[src/rtl/lsau_pkg.sv]
// ----------------------------------------------------------------------------
// lsau_pkg
// Shared command codes and item types of the load/store align unit.
// ----------------------------------------------------------------------------
package lsau_pkg;

    localparam logic [3:0] CMD_LB  = 4'd0;
    localparam logic [3:0] CMD_LBU = 4'd1;
    localparam logic [3:0] CMD_LH  = 4'd2;
    localparam logic [3:0] CMD_LHU = 4'd3;
    localparam logic [3:0] CMD_LUI = 4'd4;
    localparam logic [3:0] CMD_LW  = 4'd5;
    localparam logic [3:0] CMD_LWL = 4'd6;
    localparam logic [3:0] CMD_LWR = 4'd7;
    localparam logic [3:0] CMD_SB  = 4'd8;
    localparam logic [3:0] CMD_SH  = 4'd9;
    localparam logic [3:0] CMD_SW  = 4'd10;
    localparam logic [3:0] CMD_SWL = 4'd11;
    localparam logic [3:0] CMD_SWR = 4'd12;

    localparam logic [31:0] FULL_WORD = 32'hFFFF_FFFF;

    typedef struct packed {
        logic [3:0]         command;
        logic [31:0]        base_value;
        logic signed [15:0] imm_offset;
        logic [31:0]        rt_value;
        logic [31:0]        mem_word;
        logic               mem_fault;
    } req_t;

    typedef struct packed {
        logic [31:0] eff_address;
        logic        reg_write;
        logic [31:0] reg_result;
        logic        mem_write;
        logic [31:0] store_word;
        logic [3:0]  byte_enable;
    } rsp_t;

    // Item after the address add.
    typedef struct packed {
        logic [3:0]  command;
        logic [31:0] eff_address;
        logic [15:0] imm_offset;
        logic [31:0] rt_value;
        logic [31:0] mem_word;
        logic        mem_fault;
    } addr_item_t;

    // Item after lane shifting: every candidate word is ready for selection.
    typedef struct packed {
        logic [3:0]  command;
        logic [31:0] eff_address;
        logic [15:0] imm_offset;
        logic        mem_fault;
        logic [31:0] mem_byte;
        logic [31:0] mem_half;
        logic [31:0] mem_full;
        logic [31:0] lwl_word;
        logic [31:0] lwr_word;
        logic [31:0] store_data;
        logic [3:0]  byte_enable;
    } lane_item_t;

endpackage

[src/rtl/lsau_addr_stage.sv]
// ----------------------------------------------------------------------------
// lsau_addr_stage
// First pipeline stage: forms the effective address.
// ----------------------------------------------------------------------------
module lsau_addr_stage (
    input  logic                 clk,
    input  logic                 rst_n,
    input  logic                 up_valid,
    output logic                 up_ready,
    input  lsau_pkg::req_t       up_data,
    output logic                 dn_valid,
    input  logic                 dn_ready,
    output lsau_pkg::addr_item_t dn_data
);

    logic                 valid_reg;
    lsau_pkg::addr_item_t data_reg;
    lsau_pkg::addr_item_t data_next;

    assign up_ready = !valid_reg || dn_ready;
    assign dn_valid = valid_reg;
    assign dn_data  = data_reg;

    always_comb
    begin
        data_next.command     = up_data.command;
        data_next.eff_address = up_data.base_value
                              + {{16{up_data.imm_offset[15]}}, up_data.imm_offset};
        data_next.imm_offset  = up_data.imm_offset;
        data_next.rt_value    = up_data.rt_value;
        data_next.mem_word    = up_data.mem_word;
        data_next.mem_fault   = up_data.mem_fault;
    end

    always_ff @(posedge clk or negedge rst_n)
    begin
        if (!rst_n)
        begin
            valid_reg <= 1'b0;
        end
        else if (up_ready)
        begin
            valid_reg <= up_valid;
        end
    end

    always_ff @(posedge clk)
    begin
        if (up_valid && up_ready)
        begin
            data_reg <= data_next;
        end
    end

endmodule

[src/rtl/lsau_lane_stage.sv]
// ----------------------------------------------------------------------------
// lsau_lane_stage
// Second pipeline stage: byte lane shifts, LWL/LWR merges, store data
// placement and byte enables.
// ----------------------------------------------------------------------------
module lsau_lane_stage (
    input  logic                 clk,
    input  logic                 rst_n,
    input  logic                 up_valid,
    output logic                 up_ready,
    input  lsau_pkg::addr_item_t up_data,
    output logic                 dn_valid,
    input  logic                 dn_ready,
    output lsau_pkg::lane_item_t dn_data
);

    logic                 valid_reg;
    lsau_pkg::lane_item_t data_reg;
    lsau_pkg::lane_item_t data_next;

    logic [1:0] lane;
    logic [4:0] byte_shift;
    logic [4:0] half_shift;
    logic [4:0] left_shift;
    logic [4:0] swl_mask;

    assign up_ready = !valid_reg || dn_ready;
    assign dn_valid = valid_reg;
    assign dn_data  = data_reg;

    assign lane       = up_data.eff_address[1:0];
    assign byte_shift = {lane, 3'b000};
    assign half_shift = {lane[1], 4'b0000};
    assign left_shift = {~lane, 3'b000};
    assign swl_mask   = (5'd2 << lane) - 5'd1;

    always_comb
    begin
        data_next.command     = up_data.command;
        data_next.eff_address = up_data.eff_address;
        data_next.imm_offset  = up_data.imm_offset;
        data_next.mem_fault   = up_data.mem_fault;
        data_next.mem_byte    = up_data.mem_word >> byte_shift;
        data_next.mem_half    = up_data.mem_word >> half_shift;
        data_next.mem_full    = up_data.mem_word;
        data_next.lwl_word    = (up_data.mem_word << left_shift)
                              | (up_data.rt_value & ~(lsau_pkg::FULL_WORD << left_shift));
        data_next.lwr_word    = (up_data.mem_word >> byte_shift)
                              | (up_data.rt_value & ~(lsau_pkg::FULL_WORD >> byte_shift));
        data_next.store_data  = 32'd0;
        data_next.byte_enable = 4'd0;

        unique case (up_data.command)
            lsau_pkg::CMD_SB:
            begin
                data_next.store_data  = {24'd0, up_data.rt_value[7:0]} << byte_shift;
                data_next.byte_enable = 4'b0001 << lane;
            end
            lsau_pkg::CMD_SH:
            begin
                data_next.store_data  = {16'd0, up_data.rt_value[15:0]} << half_shift;
                data_next.byte_enable = 4'b0011 << {lane[1], 1'b0};
            end
            lsau_pkg::CMD_SW:
            begin
                data_next.store_data  = up_data.rt_value;
                data_next.byte_enable = 4'b1111;
            end
            lsau_pkg::CMD_SWL:
            begin
                data_next.store_data  = up_data.rt_value >> left_shift;
                data_next.byte_enable = swl_mask[3:0];
            end
            lsau_pkg::CMD_SWR:
            begin
                data_next.store_data  = up_data.rt_value << byte_shift;
                data_next.byte_enable = 4'b1111 << lane;
            end
            default:
            begin
                data_next.store_data  = 32'd0;
                data_next.byte_enable = 4'd0;
            end
        endcase
    end

    always_ff @(posedge clk or negedge rst_n)
    begin
        if (!rst_n)
        begin
            valid_reg <= 1'b0;
        end
        else if (up_ready)
        begin
            valid_reg <= up_valid;
        end
    end

    always_ff @(posedge clk)
    begin
        if (up_valid && up_ready)
        begin
            data_reg <= data_next;
        end
    end

endmodule

[src/rtl/lsau_result_stage.sv]
// ----------------------------------------------------------------------------
// lsau_result_stage
// Third pipeline stage: result selection, sign or zero extension, fault
// masking and the output register.
// ----------------------------------------------------------------------------
module lsau_result_stage (
    input  logic                 clk,
    input  logic                 rst_n,
    input  logic                 up_valid,
    output logic                 up_ready,
    input  lsau_pkg::lane_item_t up_data,
    output logic                 dn_valid,
    input  logic                 dn_ready,
    output lsau_pkg::rsp_t       dn_data
);

    logic           valid_reg;
    lsau_pkg::rsp_t data_reg;
    lsau_pkg::rsp_t data_next;

    logic        load_hit;
    logic [31:0] load_value;

    assign up_ready = !valid_reg || dn_ready;
    assign dn_valid = valid_reg;
    assign dn_data  = data_reg;

    always_comb
    begin
        load_hit   = 1'b1;
        load_value = 32'd0;
        unique case (up_data.command)
            lsau_pkg::CMD_LB:  load_value = {{24{up_data.mem_byte[7]}}, up_data.mem_byte[7:0]};
            lsau_pkg::CMD_LBU: load_value = {24'd0, up_data.mem_byte[7:0]};
            lsau_pkg::CMD_LH:  load_value = {{16{up_data.mem_half[15]}}, up_data.mem_half[15:0]};
            lsau_pkg::CMD_LHU: load_value = {16'd0, up_data.mem_half[15:0]};
            lsau_pkg::CMD_LUI: load_value = {up_data.imm_offset, 16'd0};
            lsau_pkg::CMD_LW:  load_value = up_data.mem_full;
            lsau_pkg::CMD_LWL: load_value = up_data.lwl_word;
            lsau_pkg::CMD_LWR: load_value = up_data.lwr_word;
            default:           load_hit   = 1'b0;
        endcase

        // A faulting memory load leaves rt alone; LUI never touches memory.
        if (up_data.mem_fault && up_data.command != lsau_pkg::CMD_LUI)
        begin
            load_hit = 1'b0;
        end

        data_next.eff_address = up_data.eff_address;
        data_next.reg_write   = load_hit;
        data_next.reg_result  = load_hit ? load_value : 32'd0;
        data_next.mem_write   = (up_data.byte_enable != 4'd0);
        data_next.store_word  = up_data.store_data;
        data_next.byte_enable = up_data.byte_enable;
    end

    always_ff @(posedge clk or negedge rst_n)
    begin
        if (!rst_n)
        begin
            valid_reg <= 1'b0;
        end
        else if (up_ready)
        begin
            valid_reg <= up_valid;
        end
    end

    always_ff @(posedge clk)
    begin
        if (up_valid && up_ready)
        begin
            data_reg <= data_next;
        end
    end

endmodule

[src/rtl/load_store_align_unit.sv]
// ----------------------------------------------------------------------------
// load_store_align_unit
// Little-endian MIPS I load/store alignment datapath, three-stage pipeline.
// ----------------------------------------------------------------------------
// Usage:
//   The request channel (req_valid, req_ready, req_data) takes one memory
//   instruction item: command, base, offset, old rt, aligned memory word and
//   fault flag. The response channel (rsp_valid, rsp_ready, rsp_data) gives
//   the effective address, the rt write and the aligned store word with its
//   byte enables for that item.
//   An accepted item passes through three registered stages before rsp_valid:
//   address add, lane shift and merge, then result selection in the output register.
//   Throughput is one item per cycle while rsp_ready stays high; each stage holds one item and passes it
//   on whenever the next stage is empty or moving.
//   When the receiver stalls, items stay in their stages and req_ready falls
//   only once all three stages are full; no item is dropped or repeated.
//   Reset clears the stage valid bits, so the pipeline starts empty and
//   req_ready is high in the first cycle after reset.
// ----------------------------------------------------------------------------
module load_store_align_unit (
    input  logic           clk,
    input  logic           rst_n,
    input  logic           req_valid,
    output logic           req_ready,
    input  lsau_pkg::req_t req_data,
    output logic           rsp_valid,
    input  logic           rsp_ready,
    output lsau_pkg::rsp_t rsp_data
);

    logic                 addr_valid;
    logic                 addr_ready;
    lsau_pkg::addr_item_t addr_data;
    logic                 lane_valid;
    logic                 lane_ready;
    lsau_pkg::lane_item_t lane_data;

    lsau_addr_stage u_addr (
        .clk      (clk),
        .rst_n    (rst_n),
        .up_valid (req_valid),
        .up_ready (req_ready),
        .up_data  (req_data),
        .dn_valid (addr_valid),
        .dn_ready (addr_ready),
        .dn_data  (addr_data)
    );

    lsau_lane_stage u_lane (
        .clk      (clk),
        .rst_n    (rst_n),
        .up_valid (addr_valid),
        .up_ready (addr_ready),
        .up_data  (addr_data),
        .dn_valid (lane_valid),
        .dn_ready (lane_ready),
        .dn_data  (lane_data)
    );

    lsau_result_stage u_result (
        .clk      (clk),
        .rst_n    (rst_n),
        .up_valid (lane_valid),
        .up_ready (lane_ready),
        .up_data  (lane_data),
        .dn_valid (rsp_valid),
        .dn_ready (rsp_ready),
        .dn_data  (rsp_data)
    );

endmodule
[config.mk]
export PLATFORM = sky130hd
export DESIGN_NAME = load_store_align_unit
export DESIGN_NICKNAME = d
export VERILOG_FILES = /design/src/rtl/lsau_pkg.sv /design/src/rtl/lsau_addr_stage.sv /design/src/rtl/lsau_lane_stage.sv /design/src/rtl/lsau_result_stage.sv /design/src/rtl/load_store_align_unit.sv
export SDC_FILE = /design/constraint.sdc
export NUM_CORES = 1
export LEC_CHECK = 0
export BUFFER_PORTS_ARGS = -buffer_cell sky130_fd_sc_hd__clkbuf_2
export CAP_MARGIN = 20
export CORE_ASPECT_RATIO = 0.6
export CORE_MARGIN = 2
export CORE_UTILIZATION = 59
export DETAILED_ROUTE_END_ITERATION = 6
export PLACE_DENSITY = 0.8
export SLEW_MARGIN = 25
export SYNTH_ARGS = -nofsm -noshare
export SYNTH_HDL_FRONTEND = slang
export SYNTH_HIERARCHICAL = 1
export SYNTH_SLANG_ARGS = --single-unit
[constraint.sdc]
create_clock -name clk -period 7.9 [get_ports clk]
set_input_delay 1.975 -clock clk [delete_from_list [all_inputs] [get_ports clk]]
set_output_delay 1.975 -clock clk [all_outputs]
set_load 0.01 [all_outputs]
==> results.sh, run 1 <==
export IMPL_crit_type="in2out"
export IMPL_clk_pin_slew_worst_paths_ns=0.07
export IMPL_grt_start_max_net_pins=163
export IMPL_final_util_pct=68.03
export IMPL_irDropWorstVdd_mv=0.1628
export IMPL_cts_tree="built"
export IMPL_drc=0
export IMPL_hold_buffers=0
export IMPL_slew_violations=0
export IMPL_switching_power_uw=1377
export IMPL_grt_overflow_total=0
export IMPL_leakagePower_uw=0.008041
export IMPL_cts_setup_buffers=0
export IMPL_ios=225
export IMPL_pwr_share_seq_pct=52.4
export IMPL_ant_nets=0
export IMPL_syn_inst=1336
export IMPL_place_hpwl_um=33640
export IMPL_period_share_pct=59.82
export IMPL_finalWeightedCongestion=0.9424
export IMPL_cp_max_fo=3
export IMPL_tightest_slew_ns=1.039
export IMPL_grtUsageTotal_pct=29.49
export IMPL_pwr_share_comb_pct=13.3
export IMPL_end_kind="output pin"
export IMPL_crit_required_ns=5.93
export IMPL_arrival_ns=2.75
export IMPL_cpMostUsedCell="nand2b_1"
export IMPL_grt_pass1_wl_um=72110
export IMPL_antenna_found_initial=2
export IMPL_fp_row_count=50
export IMPL_die_area_sq_mm=0.03330
export IMPL_antenna_cells=0
export IMPL_port_buffers=224
export IMPL_grt_pass1_vias=11660
export IMPL_internal_power_uw=4068
export IMPL_coreArea_sq_mm=0.03122
export IMPL_dr_pass1_iters=7
export IMPL_rsz0062_at_grt="no"
export IMPL_cap_violations=0
export IMPL_fp_dieH_um=142.1
export IMPL_cts_buffer_depth=3
export IMPL_setup_viol=0
export IMPL_relSlewSlack_pct=29.75
export IMPL_rrSetupSlack_ns=4.40
export IMPL_cts_max_level=2
export IMPL_vias=12460
export IMPL_slowest_stage="nand2b_1"
export IMPL_critPathLaunchType="input pin"
export IMPL_drive_gt1_share_pct=25.82
export IMPL_syn_nets=1489
export IMPL_vias_per_cell=6.343
export IMPL_root_buffer="clkbuf_16"
export IMPL_clock_sinks=415
export IMPL_drtIter0Drc=1805
export IMPL_clock_latency_ns=0.55
export IMPL_run_status="completed"
export IMPL_area_growth_pct=13.17
export IMPL_skew_ns=0.02915
export IMPL_yosysWarnings=6
export IMPL_dieWidth_um=234.2
export IMPL_power_density_mw_per_mm2=256.4
export IMPL_start_util_pct=60.11
export IMPL_detail_route_wl_per_cell_um=24.91
export IMPL_worstPathCellList="clkbuf_2 > nand2b_1 > nand2b_1 > nand2b_1 > clkbuf_2"
export IMPL_netSwitchingFraction_pct=25.29
export IMPL_tns_ns=0
export IMPL_synthesis_area_sq_mm=0.01877
export IMPL_min_period_ns=4.725
export IMPL_nets=1674
export IMPL_holdCritPathClass="reg2reg"
export IMPL_crit_path_max_incr_delay_ns=0.20
export IMPL_syn_area_per_cell_sq_um=14.05
export IMPL_hold_viol_final=0
export IMPL_wl_um=48940
export IMPL_p_clk_share_pct=34.3
export IMPL_post_cts_resized=0
export IMPL_max_freq_mhz=211.6
export IMPL_cts_buffers=38
layer usage:
| metal | track usage (%) | routed length (um) | vias up |
|---|---|---|---|
| met5 | 0 | 0 | - |
| met4 | 4.897 | 633 | 0 |
| met3 | 9.896 | 6764 | 65 |
| met2 | 38.78 | 19760 | 796 |
| met1 | 47.64 | 21780 | 6126 |
| li1 | - | - | 5477 |
critical path: cells and delay by family:
kind                   cells  cell delay (ns)
buffers and inverters      2             0.21
and+or+nand+nor            3             0.56
sequential cells by signal, summed over array words and instances (netlist names):
signal / cells
u_addr/dn_valid: 1
u_lane/dn_valid: 1
u_lane/dn_data: 193
u_result/dn_data: 102
u_addr/dn_data: 117
u_result/dn_valid: 1
final cells by class:
cell class,instances,area [sq um]
multi-input combinational,816,5746
clock inverter,18,195.2
fill,2210,9981
clock buffer,50,1060
sequential,415,12450
timing repair buffer,234,1209
inverter,16,60.06
tap,416,520.5
through the flow:
step	hold slack [ns]	power, uW	setup slack [ns]	instances	instance area, sq um
2_1_floorplan	0.4003	3349	0.7109	1336	18770
3_3_place_gp	0.4006	3574	3.239	1897	19980
3_5_place_dp	0.4045	3598	3.188	1897	19980
4_1_cts	0.4125	5452	3.178	1965	21240
5_1_grt	0.4226	5630	3.113	1965	21240
6_report	0.4069	5445	3.175	1965	21240
cell usage in the layout (no fill, tap or decap), drive strengths merged, types with 5 or more instances in the layout:
cell type / n
edfxtp: 412
clkbuf: 274
nand2: 105
nor2: 98
mux2: 81
a21oi: 79
mux2i: 46
o21ai: 43
a22oi: 37
ha: 31
nand3: 27
a21o: 24
nor2b: 22
nand2b: 19
and3: 17
a221o: 16
inv: 16
a211oi: 15
a31oi: 13
xnor2: 13
clkinv: 11
xor2: 10
buf: 10
a32o: 9
and2: 9
o21a: 8
nor3: 7
o211ai: 6
nand4: 6
and4: 5
a211o: 5
or4: 5
power groups by stage:
stage	logic, uW	registers (uW)	clock network [uW]
5_1_grt	780	2870	1980
3_5_place_dp	704	2890	0
6_report	724	2850	1870
4_1_cts	710	2850	1890
3_3_place_gp	689	2890	0
2_1_floorplan	469	2880	0
path summary, 6_finish.rpt:
check | from | cells past startpoint | end
worst max-delay path | rsp_ready | 5 | req_ready
worst min-delay path | u_addr/dn_data[66]$_DFFE_PP_ | 0 | u_lane/dn_data[198]$_DFFE_PP_
worst max register to register | u_addr/dn_data[81]$_DFFE_PP_ | 5 | u_lane/dn_data[18]$_SDFFCE_PN0P_
worst min register to register | u_addr/dn_data[66]$_DFFE_PP_ | 0 | u_lane/dn_data[198]$_DFFE_PP_
max in group asynchronous | rst_n | 1 | u_addr/dn_valid$_DFFE_PN0N_
min in group asynchronous | rst_n | 1 | u_result/dn_valid$_DFFE_PN0N_
Power figures use the tool's default switching activity.
==> inputs of run 2 (changes only) <==
- CORE_UTILIZATION: 59 -> 53
- PLACE_DENSITY: 0.8 -> 0.76
- clock period: 7.9 -> 4.15 ns (I/O delays scaled with it)
==> run 2 against run 1 <==
Wire length is 5.1% higher; total power rose by 91%; critical path type is now in2reg; combinational power grew 96%; sequential cell count unchanged; count of clock-buffer cells in the layout is 3 lower; first-iteration DRC count fell by 3.0%; cell area up 0.81%; largest cell class unchanged; utilization down 6.8 points; die area increased by 11%.
==> results.sh, run 2 (same netlist as run 1, synthesis figures left out) <==
export IMPL_dieWidth_um=246.9
export IMPL_min_period_ns=3.093
export IMPL_grt_start_max_net_pins=76
export IMPL_relSlewSlack_pct=30.00
export IMPL_ios=225
export IMPL_skew_ns=0.02987
export IMPL_irDropWorstVdd_mv=0.3786
export IMPL_fp_row_count=53
export IMPL_holdCritPathClass="in2async"
export IMPL_cts_setup_buffers=0
export IMPL_power_density_mw_per_mm2=485.1
export IMPL_crit_type="in2reg"
export IMPL_layout_common_cells="edfxtp_1 (412), clkbuf_2 (224), nand2_1 (104), nor2_1 (96), mux2_2 (81)"
export IMPL_area_growth_pct=14.08
export IMPL_nets=1686
export IMPL_root_buffer="clkbuf_16"
export IMPL_fp_dieH_um=149.8
export IMPL_n_fill_cell=2668
export IMPL_vias=12570
export IMPL_dpl_cell_area_sq_mm=0.02017
export IMPL_coreArea_sq_mm=0.03495
export IMPL_final_common_cell="edfxtp_1"
export IMPL_fin_cells=2027
export IMPL_clk_pin_slew_worst_paths_ns=0.06
export IMPL_ant_nets=0
export IMPL_die_area_sq_mm=0.03698
export IMPL_arrival_ns=3.48
export IMPL_detail_route_wl_per_cell_um=25.37
export IMPL_port_buffers=224
export IMPL_drtIter0Drc=1751
export IMPL_critPathLaunchType="input pin"
export IMPL_slew_violations=0
export IMPL_finalWeightedCongestion=0.9477
export IMPL_antenna_found_initial=6
export IMPL_leakagePower_uw=0.008105
export IMPL_placedCellCount=1959
export IMPL_hold_buffers=0
export IMPL_cts_tree="built"
export IMPL_start_util_pct=53.70
export IMPL_vias_per_cell=6.203
export IMPL_clock_sinks=415
export IMPL_tns_ns=0
export IMPL_period_share_pct=74.53
export IMPL_grtUsageTotal_pct=27.76
export IMPL_rsz0062_at_grt="no"
export IMPL_clock_latency_ns=0.55
export IMPL_grt_overflow_total=0
export IMPL_drive_gt1_share_pct=26.23
export IMPL_grt_pass1_vias=11670
export IMPL_r2r_cells=5
export IMPL_grt_pass1_wl_um=74580
export IMPL_max_freq_mhz=323.3
export IMPL_end_kind="flop"
export IMPL_post_cts_resized=0
export IMPL_finalInstanceArea_sq_mm=0.02141
export IMPL_cp_max_fo=18
export IMPL_setup_viol=0
export IMPL_cts_buffer_depth=3
export IMPL_cts_max_level=2
export IMPL_tightest_slew_ns=1.050
export IMPL_cap_violations=0
export IMPL_crit_required_ns=4.54
export IMPL_run_status="completed"
export IMPL_dr_pass1_iters=5
export IMPL_cts_buffers=39
export IMPL_wl_um=51420
export IMPL_place_hpwl_um=35930
export IMPL_drc=0
export IMPL_largest_reg_flops=193
export IMPL_hold_viol_final=0
==> run 2: per-layer routing <==
layer	up-vias	GRT usage (%)	wire length, um
met5	-	0	13
met4	2	6.958	1078
met3	81	10.17	6771
met2	766	36.43	20760
met1	6185	43.05	22800
li1	5539	-	-
==> run 2: path summary, 6_finish.rpt <==
path	from	end	slack, ns
min in group clk	u_lane/dn_data[226]$_DFFE_PP_	u_result/dn_data[83]$_DFFE_PP_	0.42
min reg2reg	u_lane/dn_data[226]$_DFFE_PP_	u_result/dn_data[83]$_DFFE_PP_	0.42
max in group asynchronous	rst_n	u_addr/dn_valid$_DFFE_PN0N_	3.76
min	rst_n	u_result/dn_valid$_DFFE_PN0N_	0.28
max reg2reg	u_addr/dn_data[82]$_DFFE_PP_	u_lane/dn_data[33]$_SDFFCE_PN0P_	1.11
max	req_data[80]	u_addr/dn_data[111]$_DFFE_PP_	1.06
==> run 2: report_power, final <==
group	leakage [uW]	total [uW]	internal, uW	switching, uW
registers	0.00404	5440	5180	262
logic	0.00348	1420	530	888
clock network	0.000588	3530	1990	1540
==> run 2: area by class of cell <==
type,count,area (sq um),share of cell area [%]
antenna,1,2.502,0.01169
clock buffer,47,1006,4.699
clock inverter,20,216.5,1.011
inverter,16,60.06,0.2805
multi-input combinational,816,5751,26.86
sequential,415,12450,58.14
tap,467,584.3,2.729
timing repair buffer,245,1341,6.265
==> run 2: through the flow <==
stage | utilization, % | hold slack [ns] | power (uW) | worst slack [ns]
6_report | 61.26 | 0.2844 | 10390 | 1.057
5_1_grt | 61.25 | 0.2682 | 10750 | 0.9550
4_1_cts | 61.23 | 0.2653 | 10420 | 1.101
3_5_place_dp | 57.73 | 0.4045 | 6898 | 0.5467
3_3_place_gp | 57.73 | 0.4018 | 6866 | 0.5710
2_1_floorplan | - | 0.4003 | 6352 | 0.05325
==> run 2: critical path, cell delays in order <==
cell and delay (ns):
clkbuf_2 0.29, ha_1 0.50, a21o_1 0.21, a211o_1 0.31, o311ai_4 0.35, o221ai_2 0.17, or4_1 0.49, nand4_1 0.09
